===== config.mk =====
export PLATFORM = sky130hd
export DESIGN_NAME = stepper_trapezoid_step_generator
export DESIGN_NICKNAME = d
export VERILOG_FILES = /design/src/rtl/stsg_pkg.sv /design/src/rtl/stsg_serial_div.sv /design/src/rtl/stsg_ctrl.sv /design/src/rtl/stepper_trapezoid_step_generator.sv
export SDC_FILE = /design/constraint.sdc
export NUM_CORES = 1
export LEC_CHECK = 0
export BUFFER_PORTS_ARGS = -buffer_cell sky130_fd_sc_hd__buf_2
export CORE_AREA = 2 2 228 230
export CTS_CLUSTER_SIZE = 24
export DETAILED_ROUTE_END_ITERATION = 10
export DIE_AREA = 0 0 230 232
export MAX_ROUTING_LAYER = met4
export SLEW_MARGIN = 20
export SYNTH_ARGS = -nofsm -noshare
export SYNTH_HDL_FRONTEND = slang
export SYNTH_SLANG_ARGS = --single-unit

===== constraint.sdc =====
create_clock -name clock -period 4.6 [get_ports clock]
set_input_delay 0.23 -clock clock [delete_from_list [all_inputs] [get_ports clock]]
set_output_delay 0.23 -clock clock [all_outputs]
set_load 0.01 [all_outputs]

===== src/rtl/stsg_pkg.sv =====
// Shared types, constants and helper functions for the trapezoid step generator.
// Used by every module under rtl/; it depends on nothing else.
package stsg_pkg;

   // Step counter and interval widths
   localparam int STEP_BITS          = 18;
   localparam int INTERVAL_FRAC_BITS = 8;
   localparam int IV_W               = 24;
   localparam int RAMP_W             = 18;
   localparam int CNT_W              = 16;
   localparam int CMP_W              = (STEP_BITS > RAMP_W) ? STEP_BITS : RAMP_W;

   // Serial divider: dividend is 2c, divisor is 4n+1
   localparam int DVD_W      = IV_W + 1;
   localparam int DVS_W      = STEP_BITS + 2;
   localparam int DIV_CNT_W  = $clog2(DVD_W + 1);

   // Configuration port
   localparam int CSR_IDX_W  = 2;
   localparam int CSR_DATA_W = 24;

   localparam logic [CSR_IDX_W-1:0] CSR_FIRST_INTERVAL   = 2'd0;
   localparam logic [CSR_IDX_W-1:0] CSR_CRUISE_INTERVAL  = 2'd1;
   localparam logic [CSR_IDX_W-1:0] CSR_RAMP_STEPS       = 2'd2;
   localparam logic [CSR_IDX_W-1:0] CSR_DIR_INVERT       = 2'd3;

   localparam logic [CSR_DATA_W-1:0] FIRST_INTERVAL_RST  = 24'd4467200;
   localparam logic [CSR_DATA_W-1:0] CRUISE_INTERVAL_RST = 24'd102400;
   localparam logic [RAMP_W-1:0]     RAMP_STEPS_RST      = 18'd1038;

   // Request function codes
   localparam int FUNC_W = 2;
   localparam logic [FUNC_W-1:0] FUNC_TICK = 2'd0;
   localparam logic [FUNC_W-1:0] FUNC_MOVE = 2'd1;
   localparam logic [FUNC_W-1:0] FUNC_ZERO = 2'd2;

   typedef enum logic [1:0] {
      ST_IDLE,
      ST_DIV,
      ST_DONE
   } state_type;

   typedef enum logic [1:0] {
      PH_UP,
      PH_DOWN,
      PH_CRUISE
   } phase_type;

   typedef struct packed {
      logic [IV_W-1:0]   first_interval;
      logic [IV_W-1:0]   cruise_interval;
      logic [RAMP_W-1:0] ramp_steps;
      logic              dir_invert;
   } csr_type;

   typedef struct packed {
      logic             start;
      logic [DVD_W-1:0] dividend;
      logic [DVS_W-1:0] divisor;
   } div_req_type;

   typedef struct packed {
      logic            done;
      logic [IV_W-1:0] quotient;
   } div_rsp_type;

   // Whole microseconds of an interval, saturated to the countdown width
   function automatic logic [CNT_W-1:0] countdown_of(input logic [IV_W-1:0] c);
      logic [IV_W-1:0] whole;
      whole = c >> INTERVAL_FRAC_BITS;
      if (whole > IV_W'({CNT_W{1'b1}})) begin
         return {CNT_W{1'b1}};
      end
      return whole[CNT_W-1:0];
   endfunction

endpackage


===== src/rtl/stsg_serial_div.sv =====
// Bit-serial restoring divider for the ramp interval update, one quotient bit a cycle.
// Depends on stsg_pkg for widths and the request/response structs.
module stsg_serial_div (
   input  logic                 clock,
   input  logic                 reset,
   input  stsg_pkg::div_req_type div_req,
   output stsg_pkg::div_rsp_type div_rsp
);
   import stsg_pkg::*;

   logic [DVS_W-1:0]     rem_ff, rem_in;
   logic [DVD_W-1:0]     quo_ff, quo_in;
   logic [DVS_W-1:0]     dvs_ff, dvs_in;
   logic [DIV_CNT_W-1:0] cnt_ff, cnt_in;
   logic                 busy_ff, busy_in;
   logic                 done_ff, done_in;

   logic [DVS_W:0] trial;
   logic [DVS_W:0] diff;
   logic           fits;

   // One restoring step: shift in the next dividend bit and try the subtract
   always_comb begin
      trial = {rem_ff, quo_ff[DVD_W-1]};
      diff  = trial - {1'b0, dvs_ff};
      fits  = trial >= {1'b0, dvs_ff};
   end

   // Next values
   always_comb begin
      rem_in  = rem_ff;
      quo_in  = quo_ff;
      dvs_in  = dvs_ff;
      cnt_in  = cnt_ff;
      busy_in = busy_ff;
      done_in = 1'b0;
      if (div_req.start) begin
         rem_in  = '0;
         quo_in  = div_req.dividend;
         dvs_in  = div_req.divisor;
         cnt_in  = DIV_CNT_W'(DVD_W);
         busy_in = 1'b1;
      end else if (busy_ff) begin
         rem_in = fits ? diff[DVS_W-1:0] : trial[DVS_W-1:0];
         quo_in = {quo_ff[DVD_W-2:0], fits};
         cnt_in = cnt_ff - DIV_CNT_W'(1);
         if (cnt_ff == DIV_CNT_W'(1)) begin
            busy_in = 1'b0;
            done_in = 1'b1;
         end
      end
   end

   // Control state
   always_ff @(posedge clock) begin
      if (reset) begin
         cnt_ff  <= '0;
         busy_ff <= 1'b0;
         done_ff <= 1'b0;
      end else begin
         cnt_ff  <= cnt_in;
         busy_ff <= busy_in;
         done_ff <= done_in;
      end
   end

   // Datapath shift registers
   always_ff @(posedge clock) begin
      rem_ff <= rem_in;
      quo_ff <= quo_in;
      dvs_ff <= dvs_in;
   end

   // Quotient is below 2^IV_W since the divisor is at least five
   assign div_rsp.done     = done_ff;
   assign div_rsp.quotient = quo_ff[IV_W-1:0];

endmodule


===== src/rtl/stsg_ctrl.sv =====
// Move sequencer: item capture, ramp bookkeeping, step timing and result register.
// Depends on stsg_pkg; drives the serial divider through div_req/div_rsp.
module stsg_ctrl (
   input  logic                                   clock,
   input  logic                                   reset,
   input  stsg_pkg::csr_type                      csr,
   input  logic                                   req_valid,
   output logic                                   req_ready,
   input  logic [stsg_pkg::FUNC_W-1:0]            req_func,
   input  logic signed [stsg_pkg::STEP_BITS-1:0]  req_target_steps,
   input  logic                                   req_use_endstop,
   input  logic                                   req_endstop_level,
   output logic                                   rsp_valid,
   input  logic                                   rsp_ready,
   output logic                                   rsp_step_pulse,
   output logic                                   rsp_direction,
   output logic                                   rsp_busy_res,
   output logic                                   rsp_endstop_hit,
   output logic signed [stsg_pkg::STEP_BITS-1:0]  rsp_position,
   output stsg_pkg::div_req_type                  div_req,
   input  stsg_pkg::div_rsp_type                  div_rsp
);
   import stsg_pkg::*;

   state_type state_ff, state_in;

   // Captured item
   logic [FUNC_W-1:0]      func_ff, func_in;
   logic                   use_es_ff, use_es_in;
   logic                   level_ff, level_in;
   logic signed [STEP_BITS:0] delta_ff, delta_in;
   phase_type              phase_ff, phase_in;

   // Move state
   logic [STEP_BITS-1:0] position_ff, position_in;
   logic [STEP_BITS-1:0] total_ff, total_in;
   logic [STEP_BITS-1:0] done_ff, done_in;
   logic [STEP_BITS-1:0] up_end_ff, up_end_in;
   logic [STEP_BITS-1:0] down_start_ff, down_start_in;
   logic [IV_W-1:0]      interval_ff, interval_in;
   logic [CNT_W-1:0]     countdown_ff, countdown_in;
   logic                 moving_ff, moving_in;
   logic                 dir_ff, dir_in;
   logic                 armed_ff, armed_in;

   // Result register
   logic                 rsp_valid_ff, rsp_valid_in;
   logic                 pulse_ff, pulse_in;
   logic                 direction_ff, direction_in;
   logic                 busy_ff, busy_in;
   logic                 hit_ff, hit_in;
   logic [STEP_BITS-1:0] pos_out_ff, pos_out_in;

   logic                 accept;
   logic                 slot_free;
   logic                 commit;
   logic                 step_due;
   logic                 needs_div;
   phase_type            phase_sel;
   logic [STEP_BITS-1:0] left;

   // Ramp phase and remaining steps from the current move state
   always_comb begin
      if (done_ff < up_end_ff) begin
         phase_sel = PH_UP;
      end else if (done_ff >= down_start_ff) begin
         phase_sel = PH_DOWN;
      end else begin
         phase_sel = PH_CRUISE;
      end
      left      = (total_ff > done_ff) ? (total_ff - done_ff) : '0;
      step_due  = moving_ff && (countdown_ff < CNT_W'(2));
      needs_div = (req_func == FUNC_TICK) && step_due && (phase_sel != PH_CRUISE);
      accept    = req_valid && req_ready;
      slot_free = !rsp_valid_ff || rsp_ready;
      commit    = (state_ff == ST_DONE) && slot_free;
   end

   // Next state
   always_comb begin
      state_in = state_ff;
      case (state_ff)
         ST_IDLE: begin
            if (accept) begin
               state_in = needs_div ? ST_DIV : ST_DONE;
            end
         end
         ST_DIV: begin
            if (div_rsp.done) begin
               state_in = ST_DONE;
            end
         end
         ST_DONE: begin
            if (slot_free) begin
               state_in = ST_IDLE;
            end
         end
         default: state_in = ST_IDLE;
      endcase
   end

   // FSM outputs
   always_comb begin
      req_ready        = (state_ff == ST_IDLE);
      div_req.start    = accept && needs_div;
      div_req.dividend = {interval_ff, 1'b0};
      div_req.divisor  = (phase_sel == PH_UP) ? {done_ff, 2'b01} : {left, 2'b01};
   end

   // Item capture; the position difference is formed while the item is taken
   always_comb begin
      func_in   = func_ff;
      use_es_in = use_es_ff;
      level_in  = level_ff;
      delta_in  = delta_ff;
      phase_in  = phase_ff;
      if (accept) begin
         func_in   = req_func;
         use_es_in = req_use_endstop;
         level_in  = req_endstop_level;
         delta_in  = $signed({req_target_steps[STEP_BITS-1], req_target_steps})
                   - $signed({position_ff[STEP_BITS-1], position_ff});
         phase_in  = phase_sel;
      end
   end

   // Item execution, applied at commit
   always_comb begin
      logic              take;
      logic              pulse;
      logic              hit;
      logic [IV_W:0]     up_sum;
      logic [IV_W-1:0]   new_c;
      logic [STEP_BITS:0] mag;
      logic [STEP_BITS-1:0] new_total;
      logic [STEP_BITS-1:0] half;
      logic [CMP_W-1:0]  half_ext;
      logic [CMP_W-1:0]  ramp_ext;
      logic [STEP_BITS-1:0] done_next;

      take      = 1'b0;
      pulse     = 1'b0;
      hit       = 1'b0;
      up_sum    = {1'b0, interval_ff} + {1'b0, div_rsp.quotient};
      new_c     = interval_ff;
      mag       = delta_ff[STEP_BITS] ? (~delta_ff + 1'b1) : delta_ff;
      new_total = mag[STEP_BITS-1:0];
      half      = new_total >> 1;
      half_ext  = CMP_W'(half);
      ramp_ext  = CMP_W'(csr.ramp_steps);

      position_in   = position_ff;
      total_in      = total_ff;
      done_in       = done_ff;
      up_end_in     = up_end_ff;
      down_start_in = down_start_ff;
      interval_in   = interval_ff;
      countdown_in  = countdown_ff;
      moving_in     = moving_ff;
      dir_in        = dir_ff;
      armed_in      = armed_ff;

      case (func_ff)
         FUNC_TICK: begin
            if (moving_ff) begin
               if (countdown_ff > CNT_W'(1)) begin
                  countdown_in = countdown_ff - CNT_W'(1);
               end else begin
                  case (phase_ff)
                     PH_UP:   new_c = interval_ff - div_rsp.quotient;
                     PH_DOWN: new_c = up_sum[IV_W] ? {IV_W{1'b1}} : up_sum[IV_W-1:0];
                     default: new_c = csr.cruise_interval;
                  endcase
                  interval_in  = new_c;
                  countdown_in = countdown_of(new_c);
                  if (armed_ff && !level_ff) begin
                     hit       = 1'b1;
                     moving_in = 1'b0;
                     armed_in  = 1'b0;
                  end else begin
                     pulse = 1'b1;
                     take  = 1'b1;
                  end
               end
            end
         end
         FUNC_MOVE: begin
            if (!moving_ff) begin
               dir_in   = !delta_ff[STEP_BITS];
               total_in = new_total;
               done_in  = '0;
               armed_in = 1'b0;
               if (new_total != '0) begin
                  if (half_ext < ramp_ext) begin
                     up_end_in     = half;
                     down_start_in = half;
                  end else begin
                     up_end_in     = ramp_ext[STEP_BITS-1:0];
                     down_start_in = new_total - ramp_ext[STEP_BITS-1:0];
                  end
                  interval_in  = csr.first_interval;
                  countdown_in = countdown_of(csr.first_interval);
                  if (use_es_ff && !level_ff) begin
                     hit = 1'b1;
                  end else begin
                     moving_in = 1'b1;
                     armed_in  = use_es_ff;
                     pulse     = 1'b1;
                     take      = 1'b1;
                  end
               end
            end
         end
         FUNC_ZERO: begin
            position_in = '0;
         end
         default: begin
         end
      endcase

      // Issue one step; the move ends once every step is taken
      done_next = done_in + 1'b1;
      if (take) begin
         position_in = dir_in ? (position_in + 1'b1) : (position_in - 1'b1);
         done_in     = done_next;
         if (done_next >= total_in) begin
            moving_in = 1'b0;
            armed_in  = 1'b0;
         end
      end

      // Result register
      rsp_valid_in = rsp_valid_ff && !rsp_ready;
      pulse_in     = pulse_ff;
      direction_in = direction_ff;
      busy_in      = busy_ff;
      hit_in       = hit_ff;
      pos_out_in   = pos_out_ff;
      if (commit) begin
         rsp_valid_in = 1'b1;
         pulse_in     = pulse;
         direction_in = dir_in ^ csr.dir_invert;
         busy_in      = moving_in;
         hit_in       = hit;
         pos_out_in   = position_in;
      end
   end

   // Control and move state
   always_ff @(posedge clock) begin
      if (reset) begin
         state_ff      <= ST_IDLE;
         rsp_valid_ff  <= 1'b0;
         position_ff   <= '0;
         total_ff      <= '0;
         done_ff       <= '0;
         up_end_ff     <= '0;
         down_start_ff <= '0;
         interval_ff   <= '0;
         countdown_ff  <= '0;
         moving_ff     <= 1'b0;
         dir_ff        <= 1'b0;
         armed_ff      <= 1'b0;
      end else begin
         state_ff     <= state_in;
         rsp_valid_ff <= rsp_valid_in;
         if (commit) begin
            position_ff   <= position_in;
            total_ff      <= total_in;
            done_ff       <= done_in;
            up_end_ff     <= up_end_in;
            down_start_ff <= down_start_in;
            interval_ff   <= interval_in;
            countdown_ff  <= countdown_in;
            moving_ff     <= moving_in;
            dir_ff        <= dir_in;
            armed_ff      <= armed_in;
         end
      end
   end

   // Payload registers
   always_ff @(posedge clock) begin
      func_ff      <= func_in;
      use_es_ff    <= use_es_in;
      level_ff     <= level_in;
      delta_ff     <= delta_in;
      phase_ff     <= phase_in;
      pulse_ff     <= pulse_in;
      direction_ff <= direction_in;
      busy_ff      <= busy_in;
      hit_ff       <= hit_in;
      pos_out_ff   <= pos_out_in;
   end

   assign rsp_valid       = rsp_valid_ff;
   assign rsp_step_pulse  = pulse_ff;
   assign rsp_direction   = direction_ff;
   assign rsp_busy_res    = busy_ff;
   assign rsp_endstop_hit = hit_ff;
   assign rsp_position    = pos_out_ff;

endmodule


===== src/rtl/stepper_trapezoid_step_generator.sv =====
// Trapezoid step generator: each request (tick, move or zero) gives one response
// carrying the step pulse, direction, busy flag, endstop abort and position.
// Timing: a request is taken in ST_IDLE; its response is registered when ST_DONE
// commits, once the response slot is free. A tick that ends a step interval on the
// acceleration or deceleration ramp first passes through ST_DIV, where the bit-serial
// divider forms 2c/(4n+1) one quotient bit per cycle over a 25-bit dividend.
// One request is in flight at a time; a waiting response holds off the next commit.
// Top level: configuration registers, sequencer (stsg_ctrl) and divider (stsg_serial_div).
module stepper_trapezoid_step_generator (
   input  logic                                   clock,
   input  logic                                   reset,
   input  logic                                   req_valid,
   output logic                                   req_ready,
   input  logic [stsg_pkg::FUNC_W-1:0]            req_func,
   input  logic signed [stsg_pkg::STEP_BITS-1:0]  req_target_steps,
   input  logic                                   req_use_endstop,
   input  logic                                   req_endstop_level,
   output logic                                   rsp_valid,
   input  logic                                   rsp_ready,
   output logic                                   rsp_step_pulse,
   output logic                                   rsp_direction,
   output logic                                   rsp_busy_res,
   output logic                                   rsp_endstop_hit,
   output logic signed [stsg_pkg::STEP_BITS-1:0]  rsp_position,
   input  logic                                   csr_wen,
   input  logic [stsg_pkg::CSR_IDX_W-1:0]         csr_index,
   input  logic [stsg_pkg::CSR_DATA_W-1:0]        csr_wdata
);
   import stsg_pkg::*;

   csr_type     csr_ff, csr_in;
   div_req_type div_req;
   div_rsp_type div_rsp;

   // Configuration register writes
   always_comb begin
      csr_in = csr_ff;
      if (csr_wen) begin
         case (csr_index)
            CSR_FIRST_INTERVAL:   csr_in.first_interval   = csr_wdata[IV_W-1:0];
            CSR_CRUISE_INTERVAL:  csr_in.cruise_interval  = csr_wdata[IV_W-1:0];
            CSR_RAMP_STEPS:       csr_in.ramp_steps       = csr_wdata[RAMP_W-1:0];
            CSR_DIR_INVERT:       csr_in.dir_invert       = csr_wdata[0];
            default: csr_in = csr_ff;
         endcase
      end
   end

   always_ff @(posedge clock) begin
      if (reset) begin
         csr_ff.first_interval   <= FIRST_INTERVAL_RST[IV_W-1:0];
         csr_ff.cruise_interval  <= CRUISE_INTERVAL_RST[IV_W-1:0];
         csr_ff.ramp_steps       <= RAMP_STEPS_RST;
         csr_ff.dir_invert       <= 1'b0;
      end else begin
         csr_ff <= csr_in;
      end
   end

   stsg_ctrl u_ctrl (
      .clock             (clock),
      .reset             (reset),
      .csr               (csr_ff),
      .req_valid         (req_valid),
      .req_ready         (req_ready),
      .req_func          (req_func),
      .req_target_steps  (req_target_steps),
      .req_use_endstop   (req_use_endstop),
      .req_endstop_level (req_endstop_level),
      .rsp_valid         (rsp_valid),
      .rsp_ready         (rsp_ready),
      .rsp_step_pulse    (rsp_step_pulse),
      .rsp_direction     (rsp_direction),
      .rsp_busy_res      (rsp_busy_res),
      .rsp_endstop_hit   (rsp_endstop_hit),
      .rsp_position      (rsp_position),
      .div_req           (div_req),
      .div_rsp           (div_rsp)
   );

   stsg_serial_div u_div (
      .clock   (clock),
      .reset   (reset),
      .div_req (div_req),
      .div_rsp (div_rsp)
   );

endmodule


# After elaboration in Yosys (flattened, before gate mapping)
# Index checks and enable logic that the tools add are counted.
# op_classes
muxes,88
order_cmp,10
addsub,12
reduce_logical,33
eq_ne,17
n_bitwise,4
# ops
cell,n
18-bit 2-to-1 mux,12
24-bit 2-to-1 mux,8
16-bit 2-to-1 mux,8
24-bit case mux with 2 select lines,2
18-bit by 1-bit adder with 18-bit output (second input constant),3
25-bit 2-to-1 mux,2
1-bit 2-to-1 mux,40
20-bit 2-to-1 mux,2
18-bit greater-or-equal comparator,2
18-bit subtractor,2
16-bit greater-than comparator (second input constant),2
16-bit case mux with 2 select lines,1
24-bit by 24-bit adder with 25-bit output,1
24-bit subtractor,1
21-bit by 20-bit greater-or-equal comparator with 1-bit output,1
20-bit subtractor,1
18-bit by 18-bit subtractor with 19-bit output,1
18-bit greater-than comparator,1
17-bit by 18-bit < comparator with 1-bit output,1
18-bit < comparator,1
18-bit inverter,1
18-bit nonzero test,1
18-bit by 1-bit subtractor with 18-bit output (second input constant),1
16-bit by 1-bit greater-than comparator with 1-bit output (second input constant),1
other kinds (26),68
# totals
ff_bits,322
wordCells,198
out_inout_bits,24
in_bits,53

# Depth between registers and ports, before layout
# logic_depth
depth_word,15
depth_mapped,21
mapped_depth_nobuf,18

# Cells and area by module
# From an unflattened synthesis, not the netlist that was laid out.
# unflattened
hier_cells,2812
area_unflattened_um2,23555.1
# modules_own_cells
mod,n_inst,cells_each,area_per_inst_um2
stsg_ctrl,1,2133,16525.8
stsg_serial_div,1,416,4257.8
stepper_trapezoid_step_generator,1,263,2771.4

# Worst setup path after synthesis
# Ideal clock, no wire load.
# synth_timing
kind,register to register
from,register u_ctrl.func_ff[0]
to,"register u_ctrl.pos_out_ff[15], in the netlist u_ctrl.rsp_position[15] (data pin)"
slack_ps,483
required_time_ps,4337
t_arrival_ps,3854
setup_time_ps,263
synth_period_minus_slack_ps,4117
stages_incl_launch_ff,19
cell_sequence,edfxtp_1 clkbuf_1 nand2b_1 nor2_1 clkbuf_1 nor2_1 a21o_1 clkbuf_1 ha_1 or3_1 a31oi_1 o311ai_0 a41o_1 a21o_1 a21oi_1 o21bai_1 a21oi_1 xor2_1 mux2i_1
# synth_via
elab_chain_cells,5
# synth_lines
element,line_no,rtl
from (decl),stsg_ctrl.sv:28,"logic [FUNC_W-1:0] func_ff, func_in;"
from (signal assigned),stsg_ctrl.sv:284,func_ff <= func_in;
2-bit equality test,stsg_ctrl.sv:163,case (func_ff)
18-bit 2-to-1 mux,stsg_ctrl.sv:163,
18-bit by 1-bit subtractor with 18-bit output or 18-bit by 1-bit adder with 18-bit output (tied branches),stsg_ctrl.sv:224,position_in = dir_in ? (position_in + 1'b1) : (position_in - 1'b1);
18-bit 2-to-1 mux,stsg_ctrl.sv:224,
18-bit 2-to-1 mux (*),stsg_ctrl.sv:223,if (take) begin
via u_ctrl.position_in[15],stsg_ctrl.sv:35,"logic [STEP_BITS-1:0] position_ff, position_in;"
to (signal assigned),stsg_ctrl.sv:293,pos_out_ff <= pos_out_in;
to (decl),stsg_ctrl.sv:52,"logic [STEP_BITS-1:0] pos_out_ff, pos_out_in;"
# The timed path passes the listed nets; every way through them passes the cells marked *.
# A chain may end at the register's enable or synchronous reset.

# Final worst setup path
# layout_timing
from,register u_ctrl.delta_ff[6]
to,register u_ctrl.position_ff[10]
# layout_via
elab_chain_cells,8
# layout_lines
element,line_no,rtl
from (decl),stsg_ctrl.sv:31,"logic signed [STEP_BITS:0] delta_ff, delta_in;"
from (signal assigned),stsg_ctrl.sv:287,delta_ff <= delta_in;
18-bit inverter,stsg_ctrl.sv:146,mag = delta_ff[STEP_BITS] ? (~delta_ff + 1'b1) : delta_ff;
18-bit by 1-bit adder with 18-bit output,stsg_ctrl.sv:146,
18-bit 2-to-1 mux (*),stsg_ctrl.sv:146,
18-bit nonzero test (*),stsg_ctrl.sv:193,if (new_total != '0) begin
1-bit 2-to-1 mux (*),stsg_ctrl.sv:193,
1-bit 2-to-1 mux (*),stsg_ctrl.sv:188,if (!moving_ff) begin
1-bit case mux with 2 select lines (*),stsg_ctrl.sv:163,
18-bit 2-to-1 mux (*),stsg_ctrl.sv:223,
via u_ctrl.position_in[10],stsg_ctrl.sv:35,
to (signal assigned),stsg_ctrl.sv:268,position_ff <= position_in;
to (decl),stsg_ctrl.sv:35,
# Marks and branches as above.

==> flow_summary_export.csv <==
group,metric,value,unit
timing,min_period_over_period,0.939,
setup_path,cp-startpoint,"u_ctrl.delta_ff[6]$_DFFE_PP_",
layout,fin_nets,3194,
drt,drt_wl_total,68.7,mm
die,die_h,232,µm
timing,fmax,232,MHz
logic_synthesis,synth_flop_cell,"dfxtp_1",
timing,slew_viol_final,0,
timing,fin_hold_ws,0.0439,ns
global_routing,grt_usage,0.261,
clocking,h-tree-depth,2,
run,cap_violations,0,
setup_path,endpoint_kind,"register",
die,initial_core_util,0.444,
clocking,tritoncts,"yes",
setup_path,critPathRequiredTime,5.07,ns
min_path,worst_hold_startpoint,"req_valid",
setup_path,crit_fanout,11,
pwr,peakVddDrop,0.244,mV
logic_synthesis,yosysTopAreaCellShare,0.205,
drt,drc,0,
setup_path,critPathKind,"register to register",
drt,ant_nets,0,
layout,syn_to_final_growth,13.9,%
logic_synthesis,synth_common_cells,"345 x nand2_1, 274 x a21oi_1, 242 x inv_1",
global_routing,grt_pass1_wl,108,mm
drt,num_vias,20800,
layout,nFillCells,4959,
timing,fin_ws,0.281,ns
timing,tns,0,ns
pwr,power.density,361,nW/µm²
clocking,clkLatencyLatePin,0.58,ns
die,pin_count,77,
timing,rsz0062_at_grt,"no",
setup_path,worstPathArrival,4.79,ns
die,dieArea,53400,µm²
global_routing,antenna_found_initial,0,
global_routing,grt_pass1_vias,19700,
layout,antenna-diode-count,0,
logic_synthesis,ys_types,87,
setup_path,r2r-start,"u_ctrl.delta_ff[6]$_DFFE_PP_",
drt,wl_met2,31.3,mm
logic_synthesis,yosysWarnings,0,
timing,period_minus_slack,4.32,ns
drt,met1_length,32.1,mm
die,die-width,230,µm
logic_synthesis,synth-seq-area-share,0.323,
logic_synthesis,synth_area,22600,µm²
drt,dr.pass1.iters,5,
timing,relSlewSlack,0.250,
timing,setup_violations,0,
logic_synthesis,syn_avg_cell_area,7.99,µm²
layout,final_util,0.506,
clocking,cts_made_buffers,40,
layout,drive_gt1_frac,0.0951,
drt,top_layer_used,"met4",
logic_synthesis,async_reset_ff_frac,0,
drt,drt_iter0_drc,1562,
place,dp_hpwl,51.0,mm
place,dp_slack,0.109,ns
global_routing,grt_max_degree,93,
drt,dr_wl_met3,3.52,mm
layout,finalInstanceArea,25700,µm²
clocking,cts_root_buf,"clkbuf_16",
logic_synthesis,synth_top_area_cell,"dfxtp_1",
die,core,50900,µm²
setup_path,start_kind,"register",
timing,fin_skew,0.0287,ns
place,placed_area,24000,µm²
place,place_congestion,0.964,
timing,hold_violations,0,
logic_synthesis,synth_edf_count,89,
global_routing,grt_overflow,0,
drt,wl_per_cell,18.9,µm
pwr,p_leak,10.4,nW
die,rows,83,
clocking,cts.sinks,320,
place,portBuffers,76,
status,outcome,"complete, no violations",
logic_synthesis,syn_nets,3099,
logic_synthesis,syn_inst,2829,
drt,via_per_inst,5.71,
min_path,worstHoldPathType,"input port to register",
timing,worstMarginPinSlew,1.12,ns
clocking,clkSlewWorstSetupHoldPaths,0.06,ns
logic_synthesis,yosysMostFrequentCell,"nand2_1",
logic_synthesis,ys_ff_latch,320,
logic_synthesis,synth_top_cells_by_area,"dfxtp_1 20%, edfxtp_1 12%, ha_1 12%",
clocking,clk_path_buf_depth,3,
kinds of logic (layout without fill, tap and decap cells):
| kind of cell | Yosys count | count (layout) | synth area share |
|---|---|---|---|
| simple gates | 912 | 912 | 0.185 |
| compound gates | 815 | 815 | 0.230 |
| buf+inv | 381 | 507 | 0.0640 |
| flops | 320 | 320 | 0.323 |
| fa+ha+maj | 217 | 217 | 0.122 |
| xor+xnor | 126 | 126 | 0.0492 |
| mux | 58 | 58 | 0.0267 |
per-stage QoR:
stage	power, mW	instances
global placement	5.92	3527
finish	9.28	3635
global route	9.76	3635
floorplan	5.18	2829
detailed placement	5.96	3527
CTS	9.31	3629
sequential cells by signal (all words and copies together), names as in the netlist, 2 cells and up:
name,cells
u_ctrl.total_ff,18
u_ctrl.countdown_ff,16
u_ctrl.interval_ff,24
u_ctrl.rsp_position,18
u_ctrl.done_ff,18
u_ctrl.func_ff,2
u_ctrl.up_end_ff,18
u_div.rem_ff,20
u_ctrl.delta_ff,19
u_ctrl.position_ff,18
csr_ff,67
u_div.dvs_ff,18
u_ctrl.state_ff,2
u_ctrl.phase_ff,2
u_div.quo_ff,25
u_div.cnt_ff,5
u_ctrl.down_start_ff,18
routing by layer:
metal | global-route usage | vias up
li1 | - | 10200
met1 | 0.351 | 9853
met2 | 0.414 | 545
met3 | 0.0274 | 110
met4 | 0.0806 | 0
met5 | - | -
worst paths after layout:
path	end	slack (ns)	cells past startpoint
setup / recovery	u_ctrl.position_ff[10]$_SDFFE_PP0P_	0.28	12
hold / removal	u_div.cnt_ff[4]$_SDFFE_PP0P_	0.04	3
hold reg to reg	csr_ff[29]$_SDFFE_PP0P_	0.45	2
setup reg to reg	u_ctrl.position_ff[10]$_SDFFE_PP0P_	0.28	12
area by class of cell:
type / instances / area, µm² / share of cell area
multi-input cells: 2128 / 13900 / 0.542
well taps: 680 / 851 / 0.0331
inverters: 243 / 912 / 0.0355
flip-flops and latches: 320 / 7300 / 0.284
repair buffers: 191 / 1360 / 0.0529
clock inverters: 18 / 160 / 0.00623
clock buffers: 55 / 1210 / 0.0471
power breakdown:
group | switching (mW) | total, mW | internal (mW)
Combinational | 1.64 | 2.75 | 1.12
Sequential | 0.138 | 3.22 | 3.08
Clock | 1.35 | 3.31 | 1.96
worst max-delay path: stages, from the launching register on:
cell and delay, ns:
edfxtp_1 0.44, or3_1 0.42, or4_1 0.67, o41ai_4 0.32, xor2_2 0.20, inv_2 0.09, or4_4 0.56, o41ai_2 0.32
o311ai_4 0.29, buf_4 0.22, buf_4 0.19, mux2_4 0.32, o21a_1 0.16
layout by cell type, fill, tap and decap left out, types with 10 or more instances in the layout:
cell type / synthesis / routed
a2111oi_0: 13 / 13
a211oi_1: 60 / 60
a21boi_0: 12 / 12
a21o_1: 44 / 44
a21oi_1: 274 / 273
a22o_1: 17 / 17
a22oi_1: 17 / 17
a311oi_1: 11 / 11
a31oi_1: 19 / 19
and3_1: 12 / 12
buf_2: 6 / 75
buf_4: 2 / 83
clkbuf_16: 0 / 44
dfxtp_1: 231 / 230
dlygate4sd3_1: 0 / 29
edfxtp_1: 89 / 89
ha_1: 211 / 211
inv_1: 242 / 241
mux2i_1: 43 / 43
nand2_1: 345 / 345
nand2b_1: 52 / 50
nand3_1: 45 / 45
nand3b_1: 18 / 18
nand4_1: 21 / 21
nor2_1: 241 / 239
nor2b_1: 38 / 38
nor3_1: 65 / 65
nor4_1: 18 / 18
o211ai_1: 15 / 15
o21a_1: 29 / 28
o21ai_0: 158 / 158
o21bai_1: 17 / 17
o22ai_1: 25 / 25
o31ai_1: 11 / 10
or3_1: 17 / 17
xnor2_1: 81 / 81
xor2_1: 44 / 43
what timing repair did:
| action | in CTS | in global routing |
|---|---|---|
| hold endpoints to repair | 72 | 0 |
| buffers inserted | 0 | 6 |
| hold buffers | 29 | 0 |
| setup endpoints to repair | 0 | 34 |
| gates resized for setup | 0 | 4 |
Note: power is estimated with default switching activity, not from simulation.
